[src/rtl/zzsg_pkg.sv]
// Types, register codes and constants of the zigzag scan generator.
// Used by the design modules of the block (top, step, orient); depends on nothing.
`default_nettype none

package zzsg_pkg;

  localparam int MaxSideLog2 = 6;

  typedef logic [5:0]  coord_t;
  typedef logic [11:0] index_t;
  typedef logic [2:0]  side_log2_t;

  typedef struct packed {
    coord_t x;
    coord_t y;
    logic   up;
  } base_pt_t;

  typedef struct packed {
    side_log2_t side_log2;
    logic [1:0] orientation;
    logic       reverse_order;
  } cfg_t;

  localparam logic [1:0] REG_SIDE_LOG2     = 2'd0;
  localparam logic [1:0] REG_ORIENTATION   = 2'd1;
  localparam logic [1:0] REG_REVERSE_ORDER = 2'd2;

  localparam logic [1:0] ORIENT_NORMAL     = 2'd0;
  localparam logic [1:0] ORIENT_TRANSPOSED = 2'd1;
  localparam logic [1:0] ORIENT_MIRRORED   = 2'd2;
  localparam logic [1:0] ORIENT_MIRR_TRANS = 2'd3;

  function automatic side_log2_t eff_log2(input side_log2_t s);
    if (s > side_log2_t'(MaxSideLog2)) begin
      return side_log2_t'(MaxSideLog2);
    end
    return s;
  endfunction

endpackage

`default_nettype wire

[src/rtl/zzsg_step.sv]
// Next-point logic: one zigzag step of the base point, with wrap and restart.
// Depends on zzsg_pkg.
`default_nettype none

module zzsg_step (
  input  zzsg_pkg::base_pt_t cur_pt,
  input  zzsg_pkg::index_t   cur_count,
  input  logic               started,
  input  logic               restart,
  input  zzsg_pkg::coord_t   top,
  input  zzsg_pkg::index_t   total_last,
  output zzsg_pkg::base_pt_t nxt_pt,
  output zzsg_pkg::index_t   nxt_count,
  output logic               nxt_last
);
  import zzsg_pkg::*;

  logic   wrap;
  coord_t adv_x;
  coord_t adv_y;

  assign wrap = restart || !started || (cur_count >= total_last);

  always_comb begin
    adv_x = cur_pt.x;
    adv_y = cur_pt.y;
    if (cur_pt.up) begin
      priority if (cur_pt.y == top) begin
        adv_x = cur_pt.x + coord_t'(1);
      end else if (cur_pt.x == '0) begin
        adv_y = cur_pt.y + coord_t'(1);
      end else begin
        adv_x = cur_pt.x - coord_t'(1);
        adv_y = cur_pt.y + coord_t'(1);
      end
    end else begin
      priority if (cur_pt.x == top) begin
        adv_y = cur_pt.y + coord_t'(1);
      end else if (cur_pt.y == '0) begin
        adv_x = cur_pt.x + coord_t'(1);
      end else begin
        adv_x = cur_pt.x + coord_t'(1);
        adv_y = cur_pt.y - coord_t'(1);
      end
    end
  end

  always_comb begin
    if (wrap) begin
      nxt_pt    = '0;
      nxt_count = '0;
    end else begin
      nxt_pt.x  = adv_x;
      nxt_pt.y  = adv_y;
      nxt_pt.up = adv_x[0] ^ adv_y[0];
      nxt_count = cur_count + index_t'(1);
    end
  end

  assign nxt_last = (nxt_count == total_last);

endmodule

`default_nettype wire

[src/rtl/zzsg_orient.sv]
// Output mapping: reversal and orientation of a base scan point.
// Depends on zzsg_pkg.
`default_nettype none

module zzsg_orient (
  input  zzsg_pkg::coord_t base_x,
  input  zzsg_pkg::coord_t base_y,
  input  zzsg_pkg::coord_t top,
  input  zzsg_pkg::cfg_t   cfg,
  output zzsg_pkg::coord_t x_coord,
  output zzsg_pkg::coord_t y_coord
);
  import zzsg_pkg::*;

  coord_t u;
  coord_t v;

  assign u = cfg.reverse_order ? (top - base_x) : base_x;
  assign v = cfg.reverse_order ? (top - base_y) : base_y;

  always_comb begin
    unique case (cfg.orientation)
      ORIENT_NORMAL: begin
        x_coord = u;
        y_coord = v;
      end
      ORIENT_TRANSPOSED: begin
        x_coord = v;
        y_coord = u;
      end
      ORIENT_MIRRORED: begin
        x_coord = top - u;
        y_coord = v;
      end
      ORIENT_MIRR_TRANS: begin
        x_coord = top - v;
        y_coord = u;
      end
      default: begin
        x_coord = u;
        y_coord = v;
      end
    endcase
  end

endmodule

`default_nettype wire

[src/rtl/zigzag_scan_coordinate_generator_top.sv]
// Flow: an accepted request goes into the input register, then into the result
// register once that is empty or being read, which raises the result handshake.
// Throughput: one request per cycle while out_tready does not stall the output.
// Reset: synchronous active-low rst_n restores side_log2 3, normal orientation,
// forward order, and clears the scan so the next request emits the first point.
// Top level of the zigzag scan generator; depends on zzsg_pkg, zzsg_step, zzsg_orient.
`default_nettype none

module zigzag_scan_coordinate_generator_top (
  input  logic        clk,
  input  logic        rst_n,
  input  logic        in_tvalid,
  output logic        in_tready,
  input  logic [7:0]  in_tdata,   // [0] restart, [7:1] zero
  output logic        out_tvalid,
  input  logic        out_tready,
  output logic [23:0] out_tdata,  // [5:0] x_coord, [11:6] y_coord, [23:12] point_index
  output logic        out_tlast,
  input  logic        cfg_valid,
  output logic        cfg_ready,
  input  logic [1:0]  cfg_index,
  input  logic [2:0]  cfg_data
);
  import zzsg_pkg::*;

  cfg_t       cfg_r;
  side_log2_t eff;
  coord_t     top;
  index_t     total_last;
  logic       cfg_hit;

  logic     a_valid_r;
  logic     a_restart_r;
  logic     a_move;

  base_pt_t pt_r;
  index_t   count_r;
  logic     started_r;

  base_pt_t nxt_pt;
  index_t   nxt_count;
  logic     nxt_last;
  coord_t   map_x;
  coord_t   map_y;

  logic     out_valid_r;
  logic     out_valid_nxt;
  coord_t   out_x_r;
  coord_t   out_y_r;
  index_t   out_index_r;
  logic     out_last_r;

  assign eff        = eff_log2(cfg_r.side_log2);
  assign top        = ~(coord_t'('1) << eff);
  assign total_last = ~(index_t'('1) << {eff, 1'b0});

  assign a_move    = a_valid_r && (!out_valid_r || out_tready);
  assign in_tready = !a_valid_r || a_move;
  assign cfg_ready = 1'b1;
  assign cfg_hit   = cfg_valid && cfg_ready &&
                     ((cfg_index == REG_SIDE_LOG2) || (cfg_index == REG_ORIENTATION) ||
                      (cfg_index == REG_REVERSE_ORDER));

  zzsg_step u_step (
    .cur_pt     (pt_r),
    .cur_count  (count_r),
    .started    (started_r),
    .restart    (a_restart_r),
    .top        (top),
    .total_last (total_last),
    .nxt_pt     (nxt_pt),
    .nxt_count  (nxt_count),
    .nxt_last   (nxt_last)
  );

  zzsg_orient u_orient (
    .base_x  (nxt_pt.x),
    .base_y  (nxt_pt.y),
    .top     (top),
    .cfg     (cfg_r),
    .x_coord (map_x),
    .y_coord (map_y)
  );

  always_ff @(posedge clk) begin
    if (!rst_n) begin
      a_valid_r <= 1'b0;
    end else if (in_tready) begin
      a_valid_r <= in_tvalid;
    end
  end

  always_ff @(posedge clk) begin
    if (in_tready && in_tvalid) begin
      a_restart_r <= in_tdata[0];
    end
  end

  always_ff @(posedge clk) begin
    if (!rst_n) begin
      cfg_r.side_log2     <= 3'd3;
      cfg_r.orientation   <= ORIENT_NORMAL;
      cfg_r.reverse_order <= 1'b0;
      pt_r                <= '0;
      count_r             <= '0;
      started_r           <= 1'b0;
    end else begin
      if (a_move) begin
        pt_r    <= nxt_pt;
        count_r <= nxt_count;
      end
      if (cfg_hit) begin
        started_r <= 1'b0;
      end else if (a_move) begin
        started_r <= 1'b1;
      end
      if (cfg_valid) begin
        unique case (cfg_index)
          REG_SIDE_LOG2: begin
            cfg_r.side_log2 <= cfg_data;
          end
          REG_ORIENTATION: begin
            cfg_r.orientation <= cfg_data[1:0];
          end
          REG_REVERSE_ORDER: begin
            cfg_r.reverse_order <= cfg_data[0];
          end
          default: begin
          end
        endcase
      end
    end
  end

  always_comb begin
    if (a_move) begin
      out_valid_nxt = 1'b1;
    end else if (out_tready) begin
      out_valid_nxt = 1'b0;
    end else begin
      out_valid_nxt = out_valid_r;
    end
  end

  always_ff @(posedge clk) begin
    if (!rst_n) begin
      out_valid_r <= 1'b0;
    end else begin
      out_valid_r <= out_valid_nxt;
    end
  end

  always_ff @(posedge clk) begin
    if (a_move) begin
      out_x_r     <= map_x;
      out_y_r     <= map_y;
      out_index_r <= nxt_count;
      out_last_r  <= nxt_last;
    end
  end

  assign out_tvalid = out_valid_r;
  assign out_tdata  = {out_index_r, out_y_r, out_x_r};
  assign out_tlast  = out_last_r;

endmodule

`default_nettype wire

[config.mk]
export PLATFORM = sky130hd
export DESIGN_NAME = zigzag_scan_coordinate_generator_top
export DESIGN_NICKNAME = d
export VERILOG_FILES = /design/src/rtl/zzsg_pkg.sv /design/src/rtl/zzsg_step.sv /design/src/rtl/zzsg_orient.sv /design/src/rtl/zigzag_scan_coordinate_generator_top.sv
export SDC_FILE = /design/constraint.sdc
export NUM_CORES = 1
export LEC_CHECK = 0
export BUFFER_PORTS_ARGS = -buffer_cell sky130_fd_sc_hd__buf_2
export CAP_MARGIN = 20
export CORE_MARGIN = 1
export CORE_UTILIZATION = 65
export DETAILED_ROUTE_END_ITERATION = 7
export PLACE_DENSITY = 0.95
export REMOVE_ABC_BUFFERS = 1
export SETUP_SLACK_MARGIN = 0.5
export SKIP_CTS_REPAIR_TIMING = 1
export SLEW_MARGIN = 20
export SYNTH_ARGS = -nofsm -noshare
export SYNTH_HDL_FRONTEND = slang
export SYNTH_SLANG_ARGS = --single-unit
[constraint.sdc]
create_clock -name clk -period 12.3 [get_ports clk]
set_input_delay 0.615 -clock clk [delete_from_list [all_inputs] [get_ports clk]]
set_output_delay 0.615 -clock clk [all_outputs]
set_load 0.01 [all_outputs]
Yosys cells after proc, flatten, opt, wreduce, memory -nomap -nowiden
Index checks and enable logic that the tools add are counted.

Input bits: 18. Logic and storage cells: 82. Register bits: 60.

Reductions and logical operators: 23. Shifts and indexed selects: 2. Equal/unequal tests: 8. Magnitude comparators: 2. $add $sub $neg: 9. Mux-type cells: 19. Bitwise logic cells: 4.

Operators by type and width (number): 6-bit 2-to-1 mux (10); 6-bit one-hot mux with 4 select lines (1); 6-bit subtractor (4); 13-bit 2-to-1 mux (1); 12-bit by 1-bit adder with 12-bit output (second input constant) (1); 6-bit by 1-bit adder with 6-bit output (second input constant) (2); 12-bit equality test (1); 6-bit equality test (2); 12-bit >= comparator (1); 6-bit zero test (2); 12-bit 2-to-1 mux (1); 12-bit NOT (1); 6-bit one-hot mux with 2 select lines (1); 12-bit by 4-bit left shift with 12-bit output (first input constant) (1); 6-bit by 1-bit subtractor with 6-bit output (second input constant) (2); 2-bit equality test (second input constant) (3); 1-bit logical OR (6); 3-bit 2-to-1 mux (2); 6-bit NOT (1); 2-bit AND reduction (3); 2-bit OR reduction (3); 6-bit by 3-bit left shift with 6-bit output (first input constant) (1); 2-bit by 1-bit equality test with 1-bit output (second input constant) (2); 2-bit zero test (2); other kinds (7) (13).

Logic depth before layout (Yosys ltp)
Gate-level depths: netlist of run 1.

Depth after elaboration: 14. Gate-level depth with buffers: 26. Mapped depth without buffers: 24.

Hierarchy
Synthesis of run 1 repeated with hierarchy kept, for this count alone.

Cells, all modules: 596. Area total of the unflattened synthesis: 5076.1 µm².

By module, submodules not included: zigzag_scan_coordinate_generator_top (area an instance 2189.6 µm², cells an instance 181, times used 1, seq. area each 1461.4 µm²); zzsg_step (area an instance 1715.4 µm², cells an instance 269, times used 1, seq. area each 0.0 µm²); zzsg_orient (area an instance 1171.1 µm², cells an instance 146, times used 1, seq. area each 0.0 µm²).

Least setup slack after synthesis of run 1
No wires, ideal clock.

Kind: register to register. From: register cfg_r[4] (netlist bit). To: register out_x_r[5], data pin. Period minus slack after synthesis: 4987 ps. Cell stages (with the launch flop): 26. Data required time: 12042 ps. Library setup time: 258 ps. Arrival time: 4730 ps. Setup slack: 7313 ps. Path buffers: 2. Cells stage by stage: dfxtp_1 or2_1 buf_2 nor2_1 inv_1 ha_1 nor2b_1 o21ai_0 a21oi_1 o21a_1 clkbuf_1 and2_1 ha_1 inv_1 fa_1 xnor2_1 mux2_2 mux2_2 ha_1 a21oi_1 o21ai_0 a21o_1 a21oi_1 xnor2_1 nand2_1 xnor2_1.

RTL lines: start: declaration (RTL line zigzag_scan_coordinate_generator_top.sv:26) `cfg_t cfg_r;`; end signal: assignment (RTL line zigzag_scan_coordinate_generator_top.sv:155) `out_x_r <= map_x;`; end: declaration (RTL line zigzag_scan_coordinate_generator_top.sv:48) `coord_t out_x_r;`.

Final worst setup path of run 1
From: register cfg_r[5] (netlist bit). To: register out_x_r[5], data pin.

Cells in the longest elaborated chain, start to end: 13.

Ends and longest elaborated chain: 3-bit > comparator (RTL line zzsg_pkg.sv:35) `if (s > side_log2_t'(MaxSideLog2)) begin`; 1-bit 2-to-1 mux (RTL line zzsg_pkg.sv:35); 3-bit 2-to-1 mux * (RTL line zzsg_pkg.sv:38) `return s;`; branches (longest 9 deep; another with 12-bit >= comparator); 6-bit one-hot mux with 4 select lines * (RTL line zzsg_orient.sv:22) `unique case (cfg.orientation)`; net map_x[5] (RTL line zigzag_scan_coordinate_generator_top.sv:43) `coord_t map_x;`.

Mark *: on every way through the listed nets, which the timed path passes. A chain may end at the register's enable or synchronous reset.

==> reports/metrics.yaml, run 1 <==
outcome: "completed"
synth_fa_ha_area_share_pct: 10.3
drtIter0Drc: 415
ir_worst_vdd_v: 0.0000622
io_buffer_count: 37
powerDensity_mw_per_mm2: 87.8
syn_to_final_growth_pct: 7.34
period_share_pct: 53.0
critPathSlowestCell: "dfxtp_1"
worstSetupStartpointType: "flop"
arrival_ns: 6.61
die_area_mm2: 0.00793
synth_compound_area_share_pct: 20.8
antenna_found_initial: 0
critPathCaptureType: "flop"
crit_buf_inv: 2
drive_gt1_share_pct: 13.4
fmax_ghz: 0.153
htreeDepth: 3
final_common_cell: "nand2_1"
syn_avg_cell_area_um2: 8.21
synth.cell_area_mm2: 0.00493
rows: 31
cts_root_buf: "clkbuf_8"
ys_ff_latch: 60
multi_input_area_mm2: 0.00318
die_width_um: 89.1
mostFrequentLayoutCells: "nand2_1 (78), nor2_1 (37), buf_2 (37)"
max_slew_margin_pct: 44.6
max_stage_delay_ns: 0.80
synth.distinct_cells: 77
synth_flop_cell: "dfxtp_1"
overflow: 0
synth_cells: 600
hold_viol_final: 0
drv_slew: 0
max_cap_violations: 0
wl_per_cell_um: 18.2
clkLatencyLatePin_ns: 0.35
numCtsBuffers: 9
vias_per_cell: 6.67
place_inst: 695
antenna_left: 0
fp.coreArea_mm2: 0.00729
dpl.hpwl_um: 8850
io_pins: 46
grt_pass1_vias: 4587
fill_cells: 535
synth_edf_count: 26
required_ns: 12.39
fin_skew_ns: 0.0126
crit_path_cell_trace: "or2_1 > clkinv_2 > ha_1 > a211oi_1 > o21ai_0 > a21oi_1 > o21ai_2 > buf_4 > a21oi_1 > o211ai_1 > fa_1 > xnor2_1 > mux2_2 > mux2_2 > ha_1 > a21oi_1 > o21ai_0 > a21o_1 > a21oi_1 > xnor2_1 > nand2_1 > xnor2_1"
synthSimpleGateAreaFrac_pct: 22.6
gp_congestion: 0.926
worstSetupPathType: "flop to flop"
critPathMostFrequentCell: "a21oi_1"
hp-class: "primary input to flop"
setup_viol: 0
synth-seq-area-share_pct: 29.7
path_delay_family: "compound AO/OA/AOI/OAI gates"
p_leak_nw: 1.93
grt_setup_unrepaired: "false"
final_cells: 711
clk_pin_slew_ns: 0.07
cts_tree: "yes"
critical_path.max_fanout: 23
min_period_ns: 6.52
initial_utilization_pct: 67.6
totalWireLength_um: 12900
fin_nets: 663
grt_max_degree: 43
drc: 0
ff_latch_area_mm2: 0.00146
drt-pass1-iter-count: 6
worst_pin_slew_ns: 0.830
synth_warnings: 0
clock_path_buffers: 2
track_usage_pct: 35.1
diodes: 0
grt_pass1_wl_um: 21300
synthXorXnorAreaFrac_pct: 5.33
chipHeight_um: 89.1
clock_sinks: 60
via_count: 4745
tns_ns: 0
async_flop_share_pct: 0
yosys-mux-area-fraction_pct: 5.31
synth_top_family_by_area: "simple AND/OR/NAND/NOR gates"
-- layer usage --
metal / track usage [%] / vias to the layer above / wire, µm
li1: - / 2169 / -
met1: 42.6 / 2198 / 4990
met2: 56.4 / 323 / 6140
met3: 9.05 / 55 / 1290
met4: 20.8 / 0 / 487
met5: 0 / - / 0
-- cells by family (layout without fill, tap and decap cells) --
kind of cell    after synthesis  after routing
buf+inv                      72             84
mux                          25             25
fa+ha+maj                    39             39
simple gates                223            223
compound gates              150            150
xor+xnor                     30             30
other cells                   1              1
flops                        60             60
-- final timing paths --
check | to | cells past startpoint | startpoint | slack [ns]
worst max-delay path | out_x_r[5] | 22 | cfg_r[5] | 5.78
worst min-delay path | a_restart_r | 1 | in_tdata[0] | 0.44
worst max register to register | out_x_r[5] | 22 | cfg_r[5] | 5.78
worst min register to register | count_r[11] | 2 | count_r[11] | 0.52
-- metrics by stage --
step / setup WS, ns / utilization (%) / cell area, µm² / hold slack [ns] / power (mW)
2_1_floorplan: 6.88 / - / 4740 / 0.464 / 0.256
3_3_place_gp: 6.27 / 69.6 / 5080 / 0.492 / 0.270
3_5_place_dp: 6.09 / 69.6 / 5080 / 0.509 / 0.274
4_1_cts: 5.93 / 72.5 / 5290 / 0.441 / 0.463
5_1_grt: 5.52 / 72.5 / 5290 / 0.442 / 0.478
6_report: 5.78 / 72.5 / 5290 / 0.436 / 0.465
-- cell usage after synthesis, types with 10 or more instances --
master / n / area share (%)
nand2_1: 78 / 5.9
nor2_1: 37 / 2.8
ha_1: 35 / 8.9
dfxtp_1: 34 / 14
a21oi_1: 31 / 3.1
clkbuf_1: 28 / 2.1
o21ai_0: 27 / 2.7
edfxtp_1: 26 / 16
inv_1: 23 / 1.8
nand3_1: 22 / 2.2
xnor2_1: 19 / 3.4
mux2i_1: 16 / 3.2
nor2b_1: 16 / 2.0
nor3_1: 14 / 1.4
a21boi_0: 13 / 2.0
and2_1: 13 / 1.7
a21o_1: 11 / 1.7
xor2_1: 11 / 2.0
a31oi_1: 10 / 1.3
-- final cells by class --
type | instances | area share, %
multi-input cells | 468 | 60.1
flip-flops and latches | 60 | 27.6
repair buffers | 40 | 3.93
clock buffers | 13 | 3.19
well taps | 99 | 2.34
inverters | 28 | 2.01
clock inverters | 3 | 0.828
-- flip-flops by register name (all words and copies together) (netlist names), 6 cells and up --
signal       count
pt_r            13
count_r         12
out_index_r     12
cfg_r            6
out_x_r          6
out_y_r          6
-- report_power, final --
part	internal (mW)	switching (mW)	leakage, nW
clock	0.110	0.0826	0.110
sequential	0.214	0.00546	0.516
combinational	0.0203	0.0323	1.31
Power figures use the tool's default switching activity.
==> run 2, diff against run 1 <==
Settings changed: CORE_UTILIZATION 65 to 61, PLACE_DENSITY 0.95 to 0.94.
Clock period 12.3 ns to 6.2 ns, I/O delays scaled along.
==> run 2 against run 1 <==
Compared with the run above: maximum frequency up 19%; hold slack worse by 0.29 ns; sequential share of layout area down 0.18 points; clock-buffer cell count decreased by 1; sequential cell count stayed put; clock power increased by 85%; final cell count is 1.3% higher; combinational power up 100%; die area increased by 6.4%; critical path depth down 1; first-iteration DRC count shrank 9.4%; largest power group unchanged.
==> reports/metrics.yaml, run 2 (synthesis results as in run 1) <==
wl_per_cell_um: 17.8  # was 18.2 µm
critical_path.max_fanout: 12  # was 23
fmax_ghz: 0.183  # was 0.153 GHz
worst_pin_slew_ns: 0.762  # was 0.830 ns
powerDensity_mw_per_mm2: 168  # was 87.8 mW/mm²
mostFrequentLayoutCells: "nand2_1 (77), buf_2 (37), nor2_1 (36)"  # was nand2_1 (78), nor2_1 (37), buf_2 (37)
fin_nets: 669  # was 663
grt_pass1_wl_um: 21200  # was 21,300 µm
drtIter0Drc: 376  # was 415
total_power_mw: 0.897  # was 0.465 mW
top_register: "pt_r"  # unchanged
fin_skew_ns: 0.0136  # was 0.0126 ns
clock_path_buffers: 2  # unchanged
required_ns: 6.28  # was 12.39 ns
worstSetupStartpointType: "flop"  # unchanged
via_count: 4633  # was 4,745
arrival_ns: 5.55  # was 6.61 ns
period_share_pct: 88.1  # was 53.0%
initial_utilization_pct: 63.5  # was 67.6%
die_area_mm2: 0.00844  # was 0.00793 mm²
setup_viol: 0  # unchanged
totalWireLength_um: 12800  # was 12,900 µm
diodes: 0  # unchanged
drc: 0  # unchanged
outcome: "completed"  # unchanged
clkLatencyLatePin_ns: 0.35  # about the same
antenna_left: 0  # unchanged
drv_slew: 0  # unchanged
antenna_found_initial: 0  # unchanged
numCtsBuffers: 9  # unchanged
min_period_ns: 5.46  # was 6.52 ns
chipHeight_um: 91.9  # was 89.1 µm
drive_gt1_share_pct: 15.2  # was 13.4%
place_ws_ns: 0.628  # was 6.09 ns
final_cells: 720  # was 711
vias_per_cell: 6.43  # was 6.67
clock_sinks: 60  # unchanged
grt_setup_unrepaired: "false"  # unchanged
overflow: 0  # unchanged
p_leak_nw: 1.95  # was 1.93 nW
ir_worst_vdd_v: 0.0000958  # was 0.0000622 V
max_cap_violations: 0  # unchanged
grt_pass1_vias: 4382  # was 4,587
hold_viol_final: 0  # unchanged
final_common_cell: "nand2_1"  # unchanged
worst-r2r-cell-count: 21  # was 22
tns_ns: 0  # unchanged
largestRegisters: "pt_r (13), count_r (12), out_index_r (12)"  # unchanged
hp-class: "primary input to flop"  # unchanged
largest_register_ffs: 13  # unchanged
rr_endpoint: "out_x_r[5]"  # unchanged
io_pins: 46  # unchanged
fp.coreArea_mm2: 0.00777  # was 0.00729 mm²
multi_input_area_mm2: 0.00319  # was 0.00318 mm²
rows: 32  # was 31
io_buffer_count: 37  # unchanged
max_slew_margin_pct: 49.1  # was 44.6%
ff_latch_area_mm2: 0.00147  # was 0.00146 mm²
hold_end: "a_restart_r"  # unchanged
worstHoldStart: "in_tdata[0]"  # unchanged
min_path_cells: 1  # unchanged
clk_pin_slew_ns: 0.06  # was 0.07 ns
die_width_um: 91.9  # was 89.1 µm
place_inst: 704  # was 695
critPathCaptureType: "flop"  # unchanged
drt-pass1-iter-count: 7  # was 6
regToRegSetupSlack_ns: 0.74  # was 5.78 ns
syn_to_final_growth_pct: 8.30  # was 7.34%
worst_slack_ns: 0.738  # was 5.78 ns
gp_congestion: 0.911  # was 0.926
worstSetupPathType: "flop to flop"  # unchanged
dpl.hpwl_um: 9120  # was 8850 µm
rr_startpoint: "pt_r[1]"  # was cfg_r[5]
cts_tree: "yes"  # unchanged
grt_max_degree: 43  # unchanged
cts_root_buf: "clkbuf_8"  # unchanged
htreeDepth: 3  # unchanged
track_usage_pct: 32.1  # was 35.1%
fill_cells: 623  # was 535
[run 2: changes by cell type in the layout (fill, tap and decap cells not counted), sizes merged]
cell | previous run | this run
clkbuf | 13 | 12
clkinvlp | 0 | 2
buf | 40 | 46
clkinv | 4 | 3
[run 2: layout make-up]
type | count | area share (%)
Multi-Input combinational cell | 468 | 59.8
Sequential cell | 60 | 27.4
Timing Repair Buffer | 46 | 4.74
Clock buffer | 12 | 2.72
Tap cell | 102 | 2.39
Inverter | 28 | 1.99
Clock inverter | 4 | 0.938
[run 2: worst max-delay path by stage]
stage | end | from | cells past startpoint | slack, ns
after detailed placement | out_x_r[5] | cfg_r[4] | 25 | 0.63
final | out_x_r[5] | pt_r[1] | 21 | 0.74
after CTS | out_x_r[5] | cfg_r[4] | 25 | 0.54
after floorplan | out_x_r[5] | cfg_r[5] | 22 | 0.78
after global placement | out_x_r[5] | cfg_r[4] | 21 | 0.76
after global routing | out_x_r[5] | pt_r[1] | 21 | 0.51
[run 2: through the flow]
| step | util [%] | hold slack [ns] | area, µm² |
|---|---|---|---|
| after floorplan | - | 0.372 | 4740 |
| after global placement | 66.0 | 0.488 | 5130 |
| after detailed placement | 66.0 | 0.489 | 5130 |
| after CTS | 68.5 | 0.131 | 5320 |
| after global routing | 68.7 | 0.130 | 5340 |
| final | 68.7 | 0.142 | 5340 |
[run 2: report_power, final]
| part | internal, mW | switching (mW) | total, mW |
|---|---|---|---|
| clock | 0.196 | 0.162 | 0.358 |
| combinational | 0.0413 | 0.0635 | 0.105 |
| sequential | 0.424 | 0.0104 | 0.435 |
| total | 0.662 | 0.236 | 0.897 |
[run 2: layer usage]
layer,up-vias,part of all wire (%),global-route usage [%]
met5,-,0,0
met4,0,3.2,14.5
met3,45,8.0,5.89
met2,242,47,52.9
met1,2183,42,40.9
li1,2163,-,-
[run 2: worst max-delay path, stage by stage (launching register included)]
cell and delay [ns]:
dfxtp_1 0.61, inv_2 0.11, maj3_1 0.36, o31a_1 0.29, o31a_2 0.48, nor3_2 0.29
xnor2_1 0.17, and2_1 0.17, ha_1 0.16, inv_1 0.06, fa_1 0.40, xnor2_1 0.14
mux2_2 0.30, mux2_2 0.29, ha_1 0.31, a21oi_1 0.14, o21ai_0 0.14, a21o_1 0.21
a21oi_1 0.18, xnor2_1 0.14, nand2_1 0.09, xnor2_1 0.16
